$ cat src/rtl/tle_pkg.sv
// Shared types and constants for the terminal line editor.
// No dependencies; imported by every module of the block.
`default_nettype none

package tle_pkg;

  localparam int unsigned LINE_BUFFER_MAX = 256;
  localparam int unsigned LIMIT_CAP_INT   = (LINE_BUFFER_MAX < 256) ? LINE_BUFFER_MAX : 256;
  localparam logic [8:0]  LIMIT_CAP       = 9'(LIMIT_CAP_INT);
  localparam logic [8:0]  BUF_SIZE_RESET  = 9'd256;

  localparam logic [7:0] CH_CR    = 8'h0D;
  localparam logic [7:0] CH_LF    = 8'h0A;
  localparam logic [7:0] CH_BS    = 8'h08;
  localparam logic [7:0] CH_DEL   = 8'h7F;
  localparam logic [7:0] CH_SPACE = 8'h20;
  localparam logic [7:0] CH_TILDE = 8'h7E;

  localparam int unsigned IN_TDATA_W  = 16;
  localparam int unsigned OUT_TDATA_W = 40;
  localparam int unsigned CFG_TDATA_W = 16;

  typedef enum logic [1:0] {
    JOB_TERM,
    JOB_ERASE,
    JOB_STORE
  } job_kind_t;

  typedef struct packed {
    job_kind_t  kind;
    logic       conn;
    logic [7:0] chr;
    logic [7:0] idx;
    logic [7:0] len;
  } job_t;

endpackage

`default_nettype wire

$ cat src/rtl/tle_decode.sv
// Byte classifier and line state (previous CR flag, character count).
// Depends on tle_pkg for character codes and the job type.
`default_nettype none

module tle_decode (
  input  wire logic            clk,
  input  wire logic            rst_n,
  input  wire logic            fire,
  input  wire logic [7:0]      rx_byte,
  input  wire logic            host_connected,
  input  wire logic [8:0]      buffer_size,
  output logic                 job_valid,
  output tle_pkg::job_t        job
);
  import tle_pkg::*;

  logic       prev_was_cr_r, prev_was_cr_nxt;
  logic [7:0] char_count_r, char_count_nxt;
  logic [8:0] limit;
  logic       is_cr, is_lf, is_erase, is_print, room;

  always_comb begin
    is_cr    = (rx_byte == CH_CR);
    is_lf    = (rx_byte == CH_LF);
    is_erase = (rx_byte == CH_BS) || (rx_byte == CH_DEL);
    is_print = (rx_byte >= CH_SPACE) && (rx_byte <= CH_TILDE);
    limit    = (buffer_size < LIMIT_CAP) ? buffer_size : LIMIT_CAP;
    room     = ({1'b0, char_count_r} + 9'd1) < limit;

    job.conn = host_connected;
    job.chr  = rx_byte;
    job.idx  = char_count_r;
    job.len  = char_count_r;
    job.kind = JOB_STORE;
    job_valid = 1'b0;
    char_count_nxt  = char_count_r;
    prev_was_cr_nxt = is_cr;

    if (is_lf && prev_was_cr_r) begin
      job_valid = 1'b0;
    end else if (is_cr || is_lf) begin
      job.kind       = JOB_TERM;
      job_valid      = 1'b1;
      char_count_nxt = 8'd0;
    end else if (is_erase) begin
      job.kind = JOB_ERASE;
      if (char_count_r != 8'd0) begin
        job_valid      = 1'b1;
        char_count_nxt = char_count_r - 8'd1;
      end
    end else if (is_print && room) begin
      job.kind       = JOB_STORE;
      job_valid      = 1'b1;
      char_count_nxt = char_count_r + 8'd1;
    end
  end

  always_ff @(posedge clk) begin
    if (!rst_n) begin
      prev_was_cr_r <= 1'b0;
      char_count_r  <= 8'd0;
    end else if (fire) begin
      prev_was_cr_r <= prev_was_cr_nxt;
      char_count_r  <= char_count_nxt;
    end
  end

endmodule

`default_nettype wire

$ cat src/rtl/tle_emit.sv
// Result register and step counter: plays out one to three echo results per job.
// Depends on tle_pkg for the job type and character codes.
`default_nettype none

module tle_emit (
  input  wire logic                          clk,
  input  wire logic                          rst_n,
  input  wire logic                          load,
  input  wire tle_pkg::job_t                 job,
  output logic                               free,
  output logic                               out_tvalid,
  input  wire logic                          out_tready,
  output logic [tle_pkg::OUT_TDATA_W-1:0]    out_tdata,
  output logic                               out_tlast
);
  import tle_pkg::*;

  logic       valid_r, valid_nxt;
  logic [1:0] step_r, step_nxt;
  job_t       job_r;
  logic       last;
  logic       echo_valid, store_valid, line_done;
  logic [7:0] echo_byte, store_index, store_char, line_length;

  always_comb begin
    echo_valid  = job_r.conn;
    echo_byte   = CH_BS;
    store_valid = 1'b0;
    store_index = 8'd0;
    store_char  = 8'd0;
    line_done   = 1'b0;
    line_length = 8'd0;
    last        = 1'b0;
    case (job_r.kind)
      JOB_TERM: begin
        echo_byte = (step_r == 2'd0) ? CH_CR : CH_LF;
        if (step_r != 2'd0) begin
          line_done   = 1'b1;
          line_length = job_r.len;
          last        = 1'b1;
        end
      end
      JOB_ERASE: begin
        echo_byte = (step_r == 2'd1) ? CH_SPACE : CH_BS;
        last      = (step_r == 2'd2);
      end
      JOB_STORE: begin
        echo_byte   = job_r.chr;
        store_valid = 1'b1;
        store_index = job_r.idx;
        store_char  = job_r.chr;
        last        = 1'b1;
      end
      default: begin
        last = 1'b1;
      end
    endcase

    out_tvalid = valid_r;
    out_tlast  = last;
    out_tdata  = {5'd0, line_length, line_done, store_char, store_index, store_valid,
                  echo_byte, echo_valid};
    free       = !valid_r || (out_tready && last);

    valid_nxt = valid_r;
    step_nxt  = step_r;
    if (valid_r && out_tready) begin
      if (last) begin
        valid_nxt = 1'b0;
      end else begin
        step_nxt = step_r + 2'd1;
      end
    end
    if (load) begin
      valid_nxt = 1'b1;
      step_nxt  = 2'd0;
    end
  end

  always_ff @(posedge clk) begin
    if (!rst_n) begin
      valid_r <= 1'b0;
      step_r  <= 2'd0;
    end else begin
      valid_r <= valid_nxt;
      step_r  <= step_nxt;
    end
  end

  always_ff @(posedge clk) begin
    if (load) begin
      job_r <= job;
    end
  end

endmodule

`default_nettype wire

$ cat src/rtl/terminal_line_editor.sv
// Terminal line editor top level: config register, byte decode and result play-out.
// Depends on tle_pkg, tle_decode and tle_emit.
//
// Usage:
//   in_*  : one received byte per request; tdata[7:0] rx_byte, tdata[8] host_connected.
//   out_* : echo/store/line results; tlast marks the final result of a byte.
//   cfg_* : writes buffer_size from cfg_tdata[8:0]; always ready.
// A byte is decoded in the cycle it is accepted and the line state advances
// then; its results appear from the next cycle, one per cycle while out_tready
// is high. A stored printable byte gives one result, a line end two (an LF
// right after a CR none), an erase of a stored character three, anything else
// none. A new byte is taken in the same cycle as the last result of the
// previous one leaves (one byte per cycle for printable text while out_tready
// is high). The single result register with its step counter sets that pace.
// When the receiver stalls the current result holds; in_tready
// stays low while results of a byte are pending, except in the cycle its last
// result is accepted. Reset clears the line length, the CR flag and any
// pending results, and sets buffer_size to 256.
`default_nettype none

module terminal_line_editor (
  input  wire logic                               clk,
  input  wire logic                               rst_n,
  input  wire logic                               in_tvalid,
  output logic                                    in_tready,
  // [7:0] rx_byte, [8] host_connected, [15:9] zero
  input  wire logic [tle_pkg::IN_TDATA_W-1:0]     in_tdata,
  output logic                                    out_tvalid,
  input  wire logic                               out_tready,
  // [0] echo_valid, [8:1] echo_byte, [9] store_valid, [17:10] store_index,
  // [25:18] store_char, [26] line_done, [34:27] line_length, [39:35] zero
  output logic [tle_pkg::OUT_TDATA_W-1:0]         out_tdata,
  output logic                                    out_tlast,
  input  wire logic                               cfg_tvalid,
  output logic                                    cfg_tready,
  // [8:0] buffer_size, [15:9] ignored
  input  wire logic [tle_pkg::CFG_TDATA_W-1:0]    cfg_tdata
);
  import tle_pkg::*;

  logic [8:0] buffer_size_r;
  logic       in_fire, job_valid, free;
  job_t       job;

  assign cfg_tready = 1'b1;
  assign in_tready  = free;
  assign in_fire    = in_tvalid && in_tready;

  always_ff @(posedge clk) begin
    if (!rst_n) begin
      buffer_size_r <= BUF_SIZE_RESET;
    end else if (cfg_tvalid && cfg_tready) begin
      buffer_size_r <= cfg_tdata[8:0];
    end
  end

  tle_decode u_decode (
    .clk            (clk),
    .rst_n          (rst_n),
    .fire           (in_fire),
    .rx_byte        (in_tdata[7:0]),
    .host_connected (in_tdata[8]),
    .buffer_size    (buffer_size_r),
    .job_valid      (job_valid),
    .job            (job)
  );

  tle_emit u_emit (
    .clk        (clk),
    .rst_n      (rst_n),
    .load       (in_fire && job_valid),
    .job        (job),
    .free       (free),
    .out_tvalid (out_tvalid),
    .out_tready (out_tready),
    .out_tdata  (out_tdata),
    .out_tlast  (out_tlast)
  );

  a_done_is_last: assert property (@(posedge clk) disable iff (!rst_n)
    out_tvalid && out_tdata[26] |-> out_tlast)
    else $error("line_done on a result that is not the last");

  a_store_is_last: assert property (@(posedge clk) disable iff (!rst_n)
    out_tvalid && out_tdata[9] |-> out_tlast && !out_tdata[26])
    else $error("stored character result malformed");

  a_accept_frees: assert property (@(posedge clk) disable iff (!rst_n)
    in_tready && out_tvalid |-> out_tready && out_tlast)
    else $error("request accepted while results still pending");

  a_reset_idle: assert property (@(posedge clk)
    !rst_n |=> !out_tvalid)
    else $error("result valid after reset");

endmodule

`default_nettype wire

$ cat config.mk
export PLATFORM = sky130hd
export DESIGN_NAME = terminal_line_editor
export DESIGN_NICKNAME = d
export VERILOG_FILES = /design/src/rtl/tle_pkg.sv /design/src/rtl/tle_decode.sv /design/src/rtl/tle_emit.sv /design/src/rtl/terminal_line_editor.sv
export SDC_FILE = /design/constraint.sdc
export NUM_CORES = 1
export LEC_CHECK = 0
export BUFFER_PORTS_ARGS = -buffer_cell sky130_fd_sc_hd__buf_2
export CAP_MARGIN = 0
export CORE_AREA = 2 2 60 84
export CTS_BUF_LIST = sky130_fd_sc_hd__clkbuf_4
export CTS_CLUSTER_DIAMETER = 80
export CTS_CLUSTER_SIZE = 10
export DETAILED_ROUTE_END_ITERATION = 7
export DIE_AREA = 0 0 62 86
export GPL_TIMING_DRIVEN = 0
export PLACE_DENSITY = 0.82
export SLEW_MARGIN = 5
export SYNTH_ARGS = -nofsm -noshare
export SYNTH_HDL_FRONTEND = slang
export SYNTH_SLANG_ARGS = --single-unit
$ cat constraint.sdc
create_clock -name clk -period 4.6 [get_ports clk]
set_input_delay 0.23 -clock clk [delete_from_list [all_inputs] [get_ports clk]]
set_output_delay 0.23 -clock clk [all_outputs]
set_load 0.03 [all_outputs]
==> results.json, run 1 <==
{
  "status": "finished, final reports clean",
  "die_y_um": 86,
  "grt_max_degree": 20,
  "p_comb_share_pct": 16.2,
  "worst_slew_pin_slew_ns": 1.03,
  "grt_pass1_wl_um": 8130,
  "worstSetupStartpointType": "register",
  "finalHoldWorstSlack_ns": 0.0434,
  "path_buf_inv": 2,
  "p_sw_uw": 201,
  "dieWidth_um": 62,
  "maxCapViolations": 0,
  "mostFrequentLayoutCell": "buf_2",
  "p_leak_uw": 0.00133,
  "grt_usage_pct": 19.9,
  "crit_top_cell": "nand4_1",
  "syn_avg_cell_area_um2": 9.39,
  "min_period_ns": 3.65,
  "switching_share_pct": 26.7,
  "hold_buffers": 0,
  "drtPass1Iterations": 4,
  "tritoncts": "done",
  "maxSlewHeadroom_pct": 30.9,
  "nNetsFinal": 397,
  "rsz0062_at_grt": "no",
  "ioPinCount": 81,
  "setup_viol": 0,
  "ys_types": 52,
  "critPathTopFamily": "simple AND/OR/NAND/NOR gates",
  "ant_nets": 0,
  "drt_iter0_drc": 76,
  "fmax_ghz": 0.274,
  "cpPeakStageDelay_ns": 0.53,
  "crit_path_max_fanout": 19,
  "holdCritPathClass": "in2reg",
  "finalClockSkew_ns": 0.00488,
  "power.density_nw_per_um2": 251,
  "dieArea_um2": 5330,
  "io_buffers": 59,
  "post_cts_buffers": 0,
  "regArea_um2": 991,
  "antenna_found_initial": 0,
  "ys_warn_count": 0,
  "synth_cells": 270,
  "clock_path_buffers": 2,
  "crit_chain": "and3_1 > and2_1 > nand4_1 > xnor2_1 > ha_1 > nand4_1 > nor4_1 > a211oi_2 > o31ai_2 > or2_1 > clkbuf_1 > inv_1",
  "antenna_cells": 0,
  "routed_wl_um": 5070,
  "synth_seq_cells": 40,
  "grt_overflow": 0,
  "synthFlopType": "dfxtp_1",
  "ir_drop_uv": 156,
  "cts_buffers": 5,
  "via_count": 2143,
  "areaGrowthSynthToFinish_pct": 18.5,
  "seq_area_frac_synth_pct": 39.1,
  "cts_resized": 0,
  "clock-sinks": 40,
  "root_buffer": "clkbuf_4",
  "async_reset_ff_share_pct": 0,
  "vias_per_cell": 5.32,
  "multi_input_area_um2": 1390,
  "dp_hpwl_um": 4040,
  "start_util_pct": 55.9,
  "hold_viol_final": 0,
  "crit_type": "reg2reg",
  "arrival_ns": 3.66,
  "grt_pass1_vias": 1959,
  "gp_congestion": 0.880,
  "clk_pin_slew_ns": 0.12,
  "core_um2": 4540,
  "wl_per_cell_um": 12.6,
  "synth_edf_count": 19,
  "final_cell_mix": "59 x buf_2, 24 x and2_1, 21 x nand2_1, 21 x dfxtp_1",
  "drc": 0,
  "cp-end-kind": "register",
  "required_ns": 4.61,
  "drive_gt1_share_pct": 25.2,
  "tns_ns": 0,
  "synth_area_um2": 2530,
  "p_clk_share_pct": 31.2,
  "crit_slowest_cell": "dfxtp_1",
  "final.period_utilization_pct": 79.4,
  "p_int_uw": 552,
  "clock_latency_ns": 0.35,
  "rows": 29,
  "p_seq_share_pct": 52.7,
  "slew_violations": 0,
  "nFillCells": 362,
  "htree_levels": 2
}
==> worst paths after layout <==
| kind | from | slack (ns) | endpoint | cells after the start |
|---|---|---|---|---|
| worst max-delay path | u_decode.char_count_r[2] | 0.95 | u_emit.job_r[19] | 12 |
| worst min-delay path | in_tdata[8] | 0.04 | u_emit.echo_valid | 1 |
| worst max register to register | u_decode.char_count_r[2] | 0.95 | u_emit.job_r[19] | 12 |
| worst min register to register | u_decode.prev_was_cr_r | 0.47 | u_decode.prev_was_cr_r | 2 |
==> power by group through the flow <==
| stage | registers (µW) | logic [µW] | clock network (µW) |
|---|---|---|---|
| after global placement | 404 | 119 | 0 |
| after CTS | 397 | 122 | 240 |
| after detailed placement | 405 | 121 | 0 |
| after global routing | 399 | 135 | 251 |
| final | 396 | 122 | 235 |
| after floorplan | 403 | 86.3 | 0 |
==> layout make-up <==
| class | instances | area share (%) |
|---|---|---|
| timing repair buffer | 59 | 9.83 |
| inverter | 13 | 1.62 |
| sequential | 40 | 33.0 |
| clock buffer | 6 | 1.50 |
| buffer | 18 | 4.00 |
| multi-input combinational | 203 | 46.3 |
| clock inverter | 2 | 1.17 |
| tap | 62 | 2.58 |
==> Yosys cell counts, types with 2 or more instances <==
master    instances  area [µm²]
a211oi_1          2        15.0
a21oi_1          15        75.1
and2_1           24         150
and3_1            4        25.0
buf_4            12        90.1
clkbuf_1          4        15.0
clkinv_1          2        7.51
conb_1            2        7.51
dfxtp_1          21         420
edfxtp_1         19         571
ha_1             19         238
inv_1            11        41.3
mux2i_1           8        80.1
nand2_1          21        78.8
nand2b_1          4        25.0
nand3_1           8        40.0
nand3b_1          3        22.5
nand4_1           3        18.8
nor2_1           16        60.1
nor2b_1           3        18.8
nor3_1            5        25.0
nor4_1            3        18.8
o211ai_1          4        30.0
o21a_1            3        22.5
o21ai_0          11        55.1
o41ai_1           2        17.5
or3_1             2        12.5
or4_1             5        37.5
xnor2_1           8        70.1
xor2_1            4        35.0
==> registers in the layout, summed over array words and instances (netlist names) <==
register	count
u_emit.step_r	2
u_emit.out_tvalid	1
u_emit.job_r	18
u_emit.echo_valid	1
buffer_size_r	9
u_decode.char_count_r	8
u_decode.prev_was_cr_r	1
==> metrics by stage <==
| stage | power (µW) | setup WS [ns] | cells | instance area, µm² | util [%] |
|---|---|---|---|---|---|
| floorplan | 489 | 1.57 | 274 | 2550 | - |
| CTS | 759 | 0.958 | 403 | 3000 | 66.2 |
| global route | 784 | 0.565 | 403 | 3000 | 66.2 |
| finish | 753 | 0.948 | 403 | 3000 | 66.2 |
| global placement | 523 | 1.10 | 395 | 2920 | 64.4 |
| detailed placement | 526 | 1.02 | 395 | 2920 | 64.4 |
==> worst reg2reg max path, stage by stage, from the launching register on <==
cell and delay (ns):
dfxtp_1 0.53, and3_1 0.23, and2_1 0.15, nand4_1 0.12
xnor2_1 0.17, ha_1 0.31, nand4_1 0.09, nor4_1 0.40
a211oi_2 0.11, o31ai_2 0.46, or2_1 0.16, clkbuf_1 0.20
inv_1 0.36
==> kinds of logic after synthesis <==
family | after synthesis | share of synthesized area (%)
fa+ha+maj | 20 | 10.2
flops | 40 | 39.1
compound gates | 47 | 12.1
buf+inv | 31 | 6.66
simple gates | 110 | 24.4
xor+xnor | 12 | 4.15
other cells | 2 | 0.296
mux | 8 | 3.16
==> layer usage <==
layer / vias up / wire length [µm] / track usage [%]
met2: 66 / 2640 / 34.8
met5: - / 0 / 0
met3: 17 / 266 / 3.47
met1: 972 / 2010 / 22.3
li1: 1088 / - / -
met4: 0 / 156 / 9.28
Power figures use the tool's default switching activity.
==> run 2: changes to the inputs <==
CORE_AREA = 2 2 65 91   (was 2 2 60 84)
DIE_AREA = 0 0 67 93   (was 0 0 62 86)
PLACE_DENSITY = 0.73   (was 0.82)
clock period = 3.3 ns   (was 4.6 ns; I/O delays follow)
==> run 2 against run 1 <==
Setup slack worse by 0.72 ns. Sequential share of layout area down 0.72 points. Wire length increased by 0.61%. Sequential power is 39% higher. Non-clock buffer count is 2 higher. Via count down 1.6%. Critical path depth is the same.
==> results.json, run 2 (same netlist as run 1, synthesis figures left out) <==
{
  "fin_util_pct": 56.6,
  "r2r-start": "u_decode.char_count_r[2]",
  "finalHoldWorstSlack_ns": 0.0192,
  "nNetsFinal": 399,
  "dieArea_um2": 6230,
  "holdCritStartpoint": "in_tdata[3]",
  "fmax_ghz": 0.325,
  "htree_levels": 2,
  "hold-path-cell-count": 1,
  "grt_max_degree": 14,
  "dieWidth_um": 67,
  "drtPass1Iterations": 5,
  "via_count": 2108,
  "crit_type": "reg2reg",
  "crit_path_max_fanout": 8,
  "reg.largest.list": "u_emit.job_r: 18 flops, buffer_size_r: 9 flops, u_decode.char_count_r: 8 flops",
  "routed_wl_um": 5100,
  "clock_path_buffers": 2,
  "min_to": "u_emit.job_r[19]",
  "ioPinCount": 81,
  "drive_gt1_share_pct": 27.4,
  "worstSetupStartpointType": "register",
  "mostFrequentLayoutCell": "buf_2",
  "rows": 32,
  "p_leak_uw": 0.00135,
  "final.period_utilization_pct": 93.1,
  "wl_per_cell_um": 12.4,
  "clock_latency_ns": 0.35,
  "grt_overflow": 0,
  "cts_buffers": 5,
  "areaGrowthSynthToFinish_pct": 21.6,
  "tritoncts": "done",
  "dp_hpwl_um": 4040,
  "grt_pass1_vias": 1897,
  "vias_per_cell": 5.13,
  "arrival_ns": 3.18,
  "worst_slew_pin_slew_ns": 1.02,
  "die_y_um": 93,
  "maxSlewHeadroom_pct": 31.1,
  "hold_viol_final": 0,
  "drt_iter0_drc": 38,
  "grt_pass1_wl_um": 8210,
  "final_cell_mix": "59 x buf_2, 24 x and2_1, 21 x nand2_1, 19 x ha_1, 19 x edfxtp_1",
  "core_um2": 5450,
  "required_ns": 3.41,
  "largest_reg_flops": 18,
  "finalClockSkew_ns": 0.0172,
  "antenna_found_initial": 0,
  "setup_viol": 0,
  "rrSetupSlack_ns": 0.23,
  "worstRegToRegCells": 12,
  "ant_nets": 0,
  "multi_input_area_um2": 1410,
  "root_buffer": "clkbuf_4",
  "r2r_end": "u_emit.job_r[15]",
  "nFillCells": 500,
  "start_util_pct": 46.6,
  "min_period_ns": 3.07,
  "drc": 0,
  "antenna_cells": 0,
  "io_buffers": 59,
  "clk_pin_slew_ns": 0.13,
  "clock-sinks": 40,
  "maxCapViolations": 0,
  "regArea_um2": 995,
  "grt_usage_pct": 17.2,
  "power.density_nw_per_um2": 369,
  "ir_drop_uv": 263,
  "gp_congestion": 0.886,
  "slew_violations": 0,
  "cp-end-kind": "register",
  "top_register": "u_emit.job_r",
  "holdCritPathClass": "in2reg",
  "status": "finished, final reports clean"
}
==> run 2: cell types whose count changed in the layout (fill, tap and decap cells not counted), sizes merged <==
cell	before	now
buf	73	75
bufinv	1	2
clkbuf	10	9
clkinv	3	2
clkinvlp	0	1
dlygate4sd3	0	1
inv	11	10
==> run 2: how the worst max path moves through the flow <==
stage,startpoint,endpoint,slack [ns],cells after the start
finish,u_decode.char_count_r[2],u_emit.job_r[15],0.23,12
global route,u_decode.char_count_r[2],u_emit.job_r[22],-0.03,12
detailed placement,u_decode.char_count_r[2],u_emit.job_r[11],-0.33,12
floorplan,u_decode.char_count_r[2],u_emit.echo_valid,0.27,12
CTS,u_decode.char_count_r[2],u_emit.echo_valid,0.12,12
global placement,u_decode.char_count_r[2],u_emit.job_r[10],-0.25,12
==> run 2: area by class of cell <==
class / count / share of cell area (%)
Multi-Input combinational cell: 203 / 45.7
Sequential cell: 40 / 32.3
Timing Repair Buffer: 62 / 10.4
Buffer: 17 / 3.78
Tap cell: 68 / 2.76
Clock inverter: 2 / 1.95
Inverter: 13 / 1.71
Clock buffer: 6 / 1.46
==> run 2: critical path, stage by stage (launching register included) <==
cell and delay [ns]:
dfxtp_2 0.45, and3_1 0.19, and2_1 0.15, nand4_1 0.11
xnor2_1 0.17, ha_1 0.32, nand4_1 0.12, nor4_2 0.34
a211oi_2 0.10, o31ai_4 0.38, or2_4 0.23, clkinvlp_4 0.09
buf_4 0.17
==> run 2: repair_timing <==
action                     in CTS  in global routing
hold buffers                    1                  0
buffers inserted                2                  0
pin swaps                       0                  0
hold endpoints to repair        1                  0
setup endpoints to repair      19                 19
resized for setup               5                  2
==> run 2: per-layer routing <==
layer  vias to the layer above  global-route usage [%]  share of wire (%)
met5                         -                       0                  0
met4                         0                    9.35                3.1
met3                        13                    3.37                4.5
met2                        61                    30.1                 53
met1                       942                    18.8                 39
li1                       1092                       -                  -
==> run 2: metrics by stage <==
step	setup WS, ns	cells	total power [µW]	setup TNS, ns	area (µm²)
after floorplan	0.267	274	682	0	2550
after global placement	-0.248	401	731	-4.78	2930
after detailed placement	-0.325	401	734	-6.25	2930
after CTS	0.119	411	1140	0	3070
after global routing	-0.0255	411	1190	-0.372	3080
final	0.228	411	1140	0	3080
==> run 2: where the power goes <==
group / internal [µW] / switching (µW)
clock: 245 / 162
sequential: 540 / 11.9
combinational: 67.5 / 111
